--- src/rtl/riscvid_pkg.sv ---
// ----------------------------------------------------------------------------
// riscvid_pkg
// Opcodes, operation numbers and format classes for the instruction decoder.
// ----------------------------------------------------------------------------
package riscvid_pkg;

	localparam int unsigned WORD_W = 32;
	localparam int unsigned OP_W   = 6;
	localparam int unsigned REG_W  = 5;
	localparam int unsigned IMM_W  = 21;

	// Major opcodes, bits 6..0 of the instruction word.
	localparam logic [6:0] OPC_REG    = 7'h33;
	localparam logic [6:0] OPC_IMM    = 7'h13;
	localparam logic [6:0] OPC_LOAD   = 7'h03;
	localparam logic [6:0] OPC_STORE  = 7'h23;
	localparam logic [6:0] OPC_BRANCH = 7'h63;
	localparam logic [6:0] OPC_LUI    = 7'h37;
	localparam logic [6:0] OPC_JAL    = 7'h6F;
	localparam logic [6:0] OPC_SYSTEM = 7'h73;
	localparam logic [6:0] OPC_CUSTOM = 7'h2B;

	// funct7 values that select a variant.
	localparam logic [6:0] F7_BASE = 7'h00;
	localparam logic [6:0] F7_MULD = 7'h01;
	localparam logic [6:0] F7_ALT  = 7'h20;

	// funct3 values.
	localparam logic [2:0] F3_0 = 3'd0;
	localparam logic [2:0] F3_1 = 3'd1;
	localparam logic [2:0] F3_2 = 3'd2;
	localparam logic [2:0] F3_4 = 3'd4;
	localparam logic [2:0] F3_5 = 3'd5;
	localparam logic [2:0] F3_6 = 3'd6;
	localparam logic [2:0] F3_7 = 3'd7;

	// Shift-immediate selector, bits 31..30.
	localparam logic [1:0] SH_LOGIC = 2'b00;
	localparam logic [1:0] SH_ARITH = 2'b01;

	// Operation numbers.
	localparam logic [OP_W-1:0] OP_INVALID = 6'd0;
	localparam logic [OP_W-1:0] OP_ADD   = 6'd1;
	localparam logic [OP_W-1:0] OP_MUL   = 6'd2;
	localparam logic [OP_W-1:0] OP_SUB   = 6'd3;
	localparam logic [OP_W-1:0] OP_SLL   = 6'd4;
	localparam logic [OP_W-1:0] OP_MULH  = 6'd5;
	localparam logic [OP_W-1:0] OP_SLT   = 6'd6;
	localparam logic [OP_W-1:0] OP_XOR   = 6'd7;
	localparam logic [OP_W-1:0] OP_DIV   = 6'd8;
	localparam logic [OP_W-1:0] OP_SRL   = 6'd9;
	localparam logic [OP_W-1:0] OP_SRA   = 6'd10;
	localparam logic [OP_W-1:0] OP_OR    = 6'd11;
	localparam logic [OP_W-1:0] OP_REM   = 6'd12;
	localparam logic [OP_W-1:0] OP_AND   = 6'd13;
	localparam logic [OP_W-1:0] OP_ADDI  = 6'd14;
	localparam logic [OP_W-1:0] OP_SLLI  = 6'd15;
	localparam logic [OP_W-1:0] OP_SLTI  = 6'd16;
	localparam logic [OP_W-1:0] OP_XORI  = 6'd17;
	localparam logic [OP_W-1:0] OP_SRLI  = 6'd18;
	localparam logic [OP_W-1:0] OP_SRAI  = 6'd19;
	localparam logic [OP_W-1:0] OP_ORI   = 6'd20;
	localparam logic [OP_W-1:0] OP_ANDI  = 6'd21;
	localparam logic [OP_W-1:0] OP_LB    = 6'd22;
	localparam logic [OP_W-1:0] OP_LH    = 6'd23;
	localparam logic [OP_W-1:0] OP_LW    = 6'd24;
	localparam logic [OP_W-1:0] OP_SB    = 6'd25;
	localparam logic [OP_W-1:0] OP_SH    = 6'd26;
	localparam logic [OP_W-1:0] OP_SW    = 6'd27;
	localparam logic [OP_W-1:0] OP_BEQ   = 6'd28;
	localparam logic [OP_W-1:0] OP_BNE   = 6'd29;
	localparam logic [OP_W-1:0] OP_LUI   = 6'd30;
	localparam logic [OP_W-1:0] OP_JAL   = 6'd31;
	localparam logic [OP_W-1:0] OP_ECALL = 6'd32;
	localparam logic [OP_W-1:0] OP_MAC   = 6'd33;
	localparam logic [OP_W-1:0] OP_ACC   = 6'd34;
	localparam logic [OP_W-1:0] OP_GEP   = 6'd35;

	// Encoding format, which decides how the fields are assembled.
	typedef enum logic [3:0] {
		FMT_NONE,
		FMT_R,
		FMT_I,
		FMT_SHIFT,
		FMT_S,
		FMT_B,
		FMT_U,
		FMT_J,
		FMT_SYS
	} fmt_t;

endpackage

--- src/rtl/riscv_instruction_decoder.sv ---
// ----------------------------------------------------------------------------
// riscv_instruction_decoder
// Three-stage pipelined RV32IM decoder with the custom mac/acc/gep opcode.
// ----------------------------------------------------------------------------
// Usage:
//   An instruction word is transferred at a rising edge where start is high
//   and busy is low. busy is held low, so a new word may be given on every
//   cycle.
//   Each word gives exactly one result: op_id, dest_reg, src_reg_a,
//   src_reg_b and imm_value, shown for one cycle while done is high.
//   A word passes through three register stages (capture, opcode decode,
//   field assembly) before its result is on the result ports. Throughput is
//   one word per cycle.
//   The receiver cannot stall, so no back-pressure is applied and nothing
//   is held back.
//   An asynchronous reset (arst_n low) clears the valid bits of every stage;
//   words in flight are dropped and done stays low until new work arrives.
//   op_id 0 marks an invalid word, with every other field set to zero.
// ----------------------------------------------------------------------------
module riscv_instruction_decoder
	import riscvid_pkg::*;
(
	input  logic                    clk,
	input  logic                    arst_n,
	input  logic                    start,
	output logic                    busy,
	input  logic [WORD_W-1:0]       instr_word,
	output logic                    done,
	output logic [OP_W-1:0]         op_id,
	output logic [REG_W-1:0]        dest_reg,
	output logic [REG_W-1:0]        src_reg_a,
	output logic [REG_W-1:0]        src_reg_b,
	output logic signed [IMM_W-1:0] imm_value
);

	// Stage 1: captured word.
	logic              vld_s1;
	logic [WORD_W-1:0] word_s1;

	// Stage 2: operation number and format.
	logic              vld_s2;
	logic [WORD_W-1:0] word_s2;
	logic [OP_W-1:0]   op_s2;
	fmt_t              fmt_s2;

	// Stage 3: assembled result.
	logic                    vld_s3;
	logic [OP_W-1:0]         op_s3;
	logic [REG_W-1:0]        rd_s3;
	logic [REG_W-1:0]        rs1_s3;
	logic [REG_W-1:0]        rs2_s3;
	logic signed [IMM_W-1:0] imm_s3;

	logic [OP_W-1:0]         op_d;
	fmt_t                    fmt_d;
	logic [REG_W-1:0]        rd_d;
	logic [REG_W-1:0]        rs1_d;
	logic [REG_W-1:0]        rs2_d;
	logic signed [IMM_W-1:0] imm_d;

	assign busy = 1'b0;

	always_ff @(posedge clk or negedge arst_n) begin
		if (!arst_n) begin
			vld_s1 <= 1'b0;
			vld_s2 <= 1'b0;
			vld_s3 <= 1'b0;
		end else begin
			vld_s1 <= start & ~busy;
			vld_s2 <= vld_s1;
			vld_s3 <= vld_s2;
		end
	end

	always_ff @(posedge clk) begin
		word_s1 <= instr_word;
		word_s2 <= word_s1;
		op_s2   <= op_d;
		fmt_s2  <= fmt_d;
		op_s3   <= op_s2;
		rd_s3   <= rd_d;
		rs1_s3  <= rs1_d;
		rs2_s3  <= rs2_d;
		imm_s3  <= imm_d;
	end

	// Opcode and funct decode.
	always_comb begin
		logic [6:0] opc;
		logic [2:0] f3;
		logic [6:0] f7;
		opc   = word_s1[6:0];
		f3    = word_s1[14:12];
		f7    = word_s1[31:25];
		op_d  = OP_INVALID;
		fmt_d = FMT_NONE;
		unique case (opc)
			OPC_REG: begin
				fmt_d = FMT_R;
				unique case (f3)
					F3_0: op_d = (f7 == F7_BASE) ? OP_ADD :
					             (f7 == F7_MULD) ? OP_MUL :
					             (f7 == F7_ALT)  ? OP_SUB : OP_INVALID;
					F3_1: op_d = (f7 == F7_BASE) ? OP_SLL :
					             (f7 == F7_MULD) ? OP_MULH : OP_INVALID;
					F3_2: op_d = OP_SLT;
					F3_4: op_d = (f7 == F7_BASE) ? OP_XOR :
					             (f7 == F7_MULD) ? OP_DIV : OP_INVALID;
					F3_5: op_d = (f7 == F7_BASE) ? OP_SRL :
					             (f7 == F7_ALT)  ? OP_SRA : OP_INVALID;
					F3_6: op_d = (f7 == F7_BASE) ? OP_OR :
					             (f7 == F7_MULD) ? OP_REM : OP_INVALID;
					F3_7: op_d = OP_AND;
					default: op_d = OP_INVALID;
				endcase
			end
			OPC_IMM: begin
				fmt_d = FMT_I;
				unique case (f3)
					F3_0: op_d = OP_ADDI;
					F3_1: op_d = OP_SLLI;
					F3_2: op_d = OP_SLTI;
					F3_4: op_d = OP_XORI;
					F3_5: begin
						fmt_d = FMT_SHIFT;
						op_d  = (word_s1[31:30] == SH_LOGIC) ? OP_SRLI :
						        (word_s1[31:30] == SH_ARITH) ? OP_SRAI : OP_INVALID;
					end
					F3_6: op_d = OP_ORI;
					F3_7: op_d = OP_ANDI;
					default: op_d = OP_INVALID;
				endcase
			end
			OPC_LOAD: begin
				fmt_d = FMT_I;
				unique case (f3)
					F3_0: op_d = OP_LB;
					F3_1: op_d = OP_LH;
					F3_2: op_d = OP_LW;
					default: op_d = OP_INVALID;
				endcase
			end
			OPC_STORE: begin
				fmt_d = FMT_S;
				unique case (f3)
					F3_0: op_d = OP_SB;
					F3_1: op_d = OP_SH;
					F3_2: op_d = OP_SW;
					default: op_d = OP_INVALID;
				endcase
			end
			OPC_BRANCH: begin
				fmt_d = FMT_B;
				unique case (f3)
					F3_0: op_d = OP_BEQ;
					F3_1: op_d = OP_BNE;
					default: op_d = OP_INVALID;
				endcase
			end
			OPC_LUI: begin
				fmt_d = FMT_U;
				op_d  = OP_LUI;
			end
			OPC_JAL: begin
				fmt_d = FMT_J;
				op_d  = OP_JAL;
			end
			OPC_SYSTEM: begin
				fmt_d = FMT_SYS;
				op_d  = OP_ECALL;
			end
			OPC_CUSTOM: begin
				fmt_d = FMT_R;
				unique case (f3)
					F3_0: op_d = OP_MAC;
					F3_1: op_d = OP_ACC;
					F3_2: op_d = OP_GEP;
					default: op_d = OP_INVALID;
				endcase
			end
			default: begin
				fmt_d = FMT_NONE;
				op_d  = OP_INVALID;
			end
		endcase
	end

	// Field assembly. An invalid operation clears every field.
	always_comb begin
		rd_d  = '0;
		rs1_d = '0;
		rs2_d = '0;
		imm_d = '0;
		if (op_s2 != OP_INVALID) begin
			unique case (fmt_s2)
				FMT_R: begin
					rd_d  = word_s2[11:7];
					rs1_d = word_s2[19:15];
					rs2_d = word_s2[24:20];
				end
				FMT_I: begin
					rd_d  = word_s2[11:7];
					rs1_d = word_s2[19:15];
					imm_d = {{(IMM_W-12){word_s2[31]}}, word_s2[31:20]};
				end
				FMT_SHIFT: begin
					rd_d  = word_s2[11:7];
					rs1_d = word_s2[19:15];
					imm_d = {{(IMM_W-5){1'b0}}, word_s2[24:20]};
				end
				FMT_S: begin
					rs1_d = word_s2[19:15];
					rs2_d = word_s2[24:20];
					imm_d = {{(IMM_W-12){word_s2[31]}}, word_s2[31:25], word_s2[11:7]};
				end
				FMT_B: begin
					rs1_d = word_s2[19:15];
					rs2_d = word_s2[24:20];
					imm_d = {{(IMM_W-13){word_s2[31]}}, word_s2[31], word_s2[7],
					         word_s2[30:25], word_s2[11:8], 1'b0};
				end
				FMT_U: begin
					rd_d  = word_s2[11:7];
					imm_d = {1'b0, word_s2[31:12]};
				end
				FMT_J: begin
					rd_d  = word_s2[11:7];
					imm_d = {word_s2[31], word_s2[19:12], word_s2[20],
					         word_s2[30:21], 1'b0};
				end
				FMT_SYS, FMT_NONE: begin
					rd_d = '0;
				end
				default: begin
					rd_d = '0;
				end
			endcase
		end
	end

	assign done      = vld_s3;
	assign op_id     = op_s3;
	assign dest_reg  = rd_s3;
	assign src_reg_a = rs1_s3;
	assign src_reg_b = rs2_s3;
	assign imm_value = imm_s3;

endmodule

--- config.mk ---
export PLATFORM = sky130hd
export DESIGN_NAME = riscv_instruction_decoder
export DESIGN_NICKNAME = d
export VERILOG_FILES = /design/src/rtl/riscvid_pkg.sv /design/src/rtl/riscv_instruction_decoder.sv
export SDC_FILE = /design/constraint.sdc
export NUM_CORES = 1
export LEC_CHECK = 0
export BUFFER_PORTS_ARGS = -buffer_cell sky130_fd_sc_hd__buf_2
export CAP_MARGIN = 10
export CORE_AREA = 2 2 122 124
export DETAILED_ROUTE_END_ITERATION = 10
export DIE_AREA = 0 0 124 126
export PLACE_DENSITY_LB_ADDON = 0.08
export SLEW_MARGIN = 10
export SYNTH_ARGS = -nofsm -noshare
export SYNTH_HDL_FRONTEND = slang
export SYNTH_SLANG_ARGS = --single-unit
--- constraint.sdc ---
create_clock -name clk -period 1.7 [get_ports clk]
set_input_delay 0.34 -clock clk [delete_from_list [all_inputs] [get_ports clk]]
set_output_delay 0.34 -clock clk [all_outputs]
set_load 0.02 [all_outputs]
==> results.toml <==
[sta]
final-hold-violation-count = 0
max_freq_mhz = 656.4
fin_crit_ps = 1524
finClkSkew_ps = 5.795
rsz0062_at_grt = "no"
worst_slew_pin_slew_ps = 613.5
timing.final.max_slew_violations = 0
timing.hold.ws_ps = 84.10
setup_tns_ps = 0
fin_crit_sh = 0.8962
max_slew_margin = 0.5881
setup_violations = 0

[cts]
numCtsBuffers = 9
worstSkewPairLatency_ps = 350
clk_pin_slew_ps = 70
cts.repair.resized = 0
cts_root_buf = "clkbuf_16"
cts_setup_buffers = 0
clkSinkCount = 112
htreeDepth = 3
cts_tree = "done"
cts_hold_buf = 1
clk_path_buf_depth = 2

[yosys]
synth_xor_area_frac = 0.009599
ys_types = 63
ys_ff_latch = 112
synthAdderAreaFrac = 0
synth-simple-area-share = 0.1759
synth_compound_area_frac = 0.1498
synth-main-ff-cell = "dfxtp_1"
yosysSeqAreaShare = 0.6184
netlist_instances = 333
synth_area_sq_um = 3650
yosysWarnings = 0
synth.area.mux_share = 0.002743
syn_area_per_cell_sq_um = 10.96
synth_fp_nets = 368
ys_async_sr_fraction = 0.02679
synth_top_family_by_area = "simple AND/OR/NAND/NOR gates"
synth-edff-count = 0

[critical_path]
rr_worst_depth = 4
worst-path-stages = 4
crit_chain = "or4_4 -> o41ai_2 -> nand4b_1 -> o2111ai_1"
arrival_ps = 1790
critical_path_required_ps = 1970
cpLargestDelayFamily = "simple AND/OR/NAND/NOR gates"
startpoint_type = "flop"
crit_buf_inv = 0
end_kind = "flop"
crit_type = "reg2reg"
crit_fanout = 5
crit_slowest_cell = "or4_4"
slowest_delay_ps = 580

[detailed_routing]
ant_nets = 0
routed_via_density = 4.318
drt_iter0_markers = 103
drc = 0
firstDrtPassIters = 4
routedWlPerCell_um = 14.80
routed_wl_um = 8971
vias = 2617

[floorplan]
pin_count = 79
std_cell_rows = 44
die_area_sq_um = 15620
dieWidth_um = 124
core_sq_um = 14310
dieHeight_um = 126
floorplan.initialDensity = 0.2550

[global_routing]
antenna_found_initial = 0
grt_overflow = 0
grt_first_pass_wirelength_um = 14170
grt_usage = 0.1208
first_global_vias = 2636
grt_max_degree = 20

[placement]
dpl.hpwl_um = 6693
gp_congestion = 0.7984
io_buffers = 77

[cells_and_area]
finish.utilization = 0.3208
regMostFlops = "word_s1"
final_nets = 452
area_growth_pct = 25.81
fillers = 1513
diodes = 0
final_common_cell = "dfxtp_1"
drive_above_1_share = 0.2891
final_cell_mix = "dfxtp_1 (109), buf_2 (77), nor2_1 (22)"
largest_reg_flops = 32

[power]
ir_drop_v = 0.0004419
p_per_area_nw_per_um2 = 1119
p_leak_nw = 1.907

[flow_run]
maxCapViolations = 0

[worst_hold_path]
hp-class = "in2reg"
holdPathStages = 1

[run_status]
status = "finished clean"
-- layout make-up --
| class | instances | area, sq um | share of cell area |
|---|---|---|---|
| flip-flops and latches | 112 | 2257 | 0.4916 |
| well taps | 184 | 230.2 | 0.05014 |
| inverters | 9 | 33.78 | 0.007357 |
| multi-input cells | 190 | 1237 | 0.2695 |
| clock buffers | 11 | 232.7 | 0.05068 |
| repair buffers | 95 | 535.5 | 0.1166 |
| clock inverters | 5 | 65.06 | 0.01417 |
-- metal layers --
layer	up-vias	GRT usage	wire length [um]
met5	-	0	0
met4	0	0.04759	154
met3	12	0.03442	420
met2	57	0.1904	4289
met1	1218	0.1555	4107
li1	1330	-	-
-- cells in the mapped netlist, drive strengths merged (2+ instances only) --
master | instances | area (sq um)
or3 | 2 | 12.51
nand3 | 6 | 30.03
buf | 17 | 102.6
nor4 | 7 | 50.05
nand4 | 2 | 12.51
or4b | 2 | 23.77
clkbuf | 5 | 18.77
o31a | 6 | 52.55
xnor2 | 3 | 26.28
dfrtp | 3 | 75.07
nand2b | 7 | 43.79
o2111ai | 2 | 17.52
a32oi | 3 | 26.28
nor2b | 3 | 18.77
a22oi | 12 | 90.09
a21o | 5 | 37.54
inv | 9 | 33.78
dfxtp | 109 | 2182
nor2 | 23 | 93.84
nand2 | 16 | 60.06
and2b | 2 | 16.27
o211ai | 3 | 27.52
a21oi | 12 | 60.06
o21ai | 13 | 68.82
nand3b | 3 | 22.52
a31oi | 2 | 12.51
a211oi | 2 | 15.01
nor3 | 7 | 40.04
and2 | 17 | 106.4
or2 | 2 | 12.52
a22o | 5 | 43.79
nor3b | 4 | 30.03
-- report_power, final --
| part | total [W] | leakage [nW] | internal (W) | switching [W] |
|---|---|---|---|---|
| sequential | 0.00279 | 0.935 | 0.00271 | 0.0000789 |
| combinational | 0.000224 | 0.827 | 0.000110 | 0.000114 |
| clock | 0.00213 | 0.145 | 0.00116 | 0.000967 |
| total | 0.00514 | 1.91 | 0.00398 | 0.00116 |
-- cell families after synthesis --
kind of cell | count (synthesis)
AO/OA/AOI/OAI | 74
XOR/XNOR | 4
buffers and inverters | 31
flip-flops | 112
multiplexers | 1
other | 1
AND/OR/NAND/NOR | 110
-- stage by stage --
| stage | setup slack, ps | std cells | area [sq um] | power [W] |
|---|---|---|---|---|
| 5_1_grt | 57.43 | 606 | 4592 | 0.005363 |
| 6_report | 176.5 | 606 | 4592 | 0.005139 |
| 4_1_cts | 155.7 | 606 | 4592 | 0.005244 |
| 3_3_place_gp | 161.3 | 589 | 4284 | 0.003076 |
| 3_5_place_dp | 174.5 | 589 | 4284 | 0.003076 |
| 2_1_floorplan | 346.5 | 333 | 3650 | 0.002966 |
-- path summary, 6_finish.rpt --
| check | endpoint | startpoint | slack [ps] |
|---|---|---|---|
| setup / recovery | op_s2[1] | word_s1[29] | 180 |
| hold / removal | word_s1[19] | instr_word[19] | 80 |
| setup reg to reg | op_s2[1] | word_s1[29] | 180 |
| hold reg to reg | word_s2[18] | word_s1[18] | 330 |
| max in group asynchronous | vld_s2 | arst_n | 1290 |
| min in group asynchronous | vld_s1 | arst_n | 310 |
(Power assumes the default switching activity.)
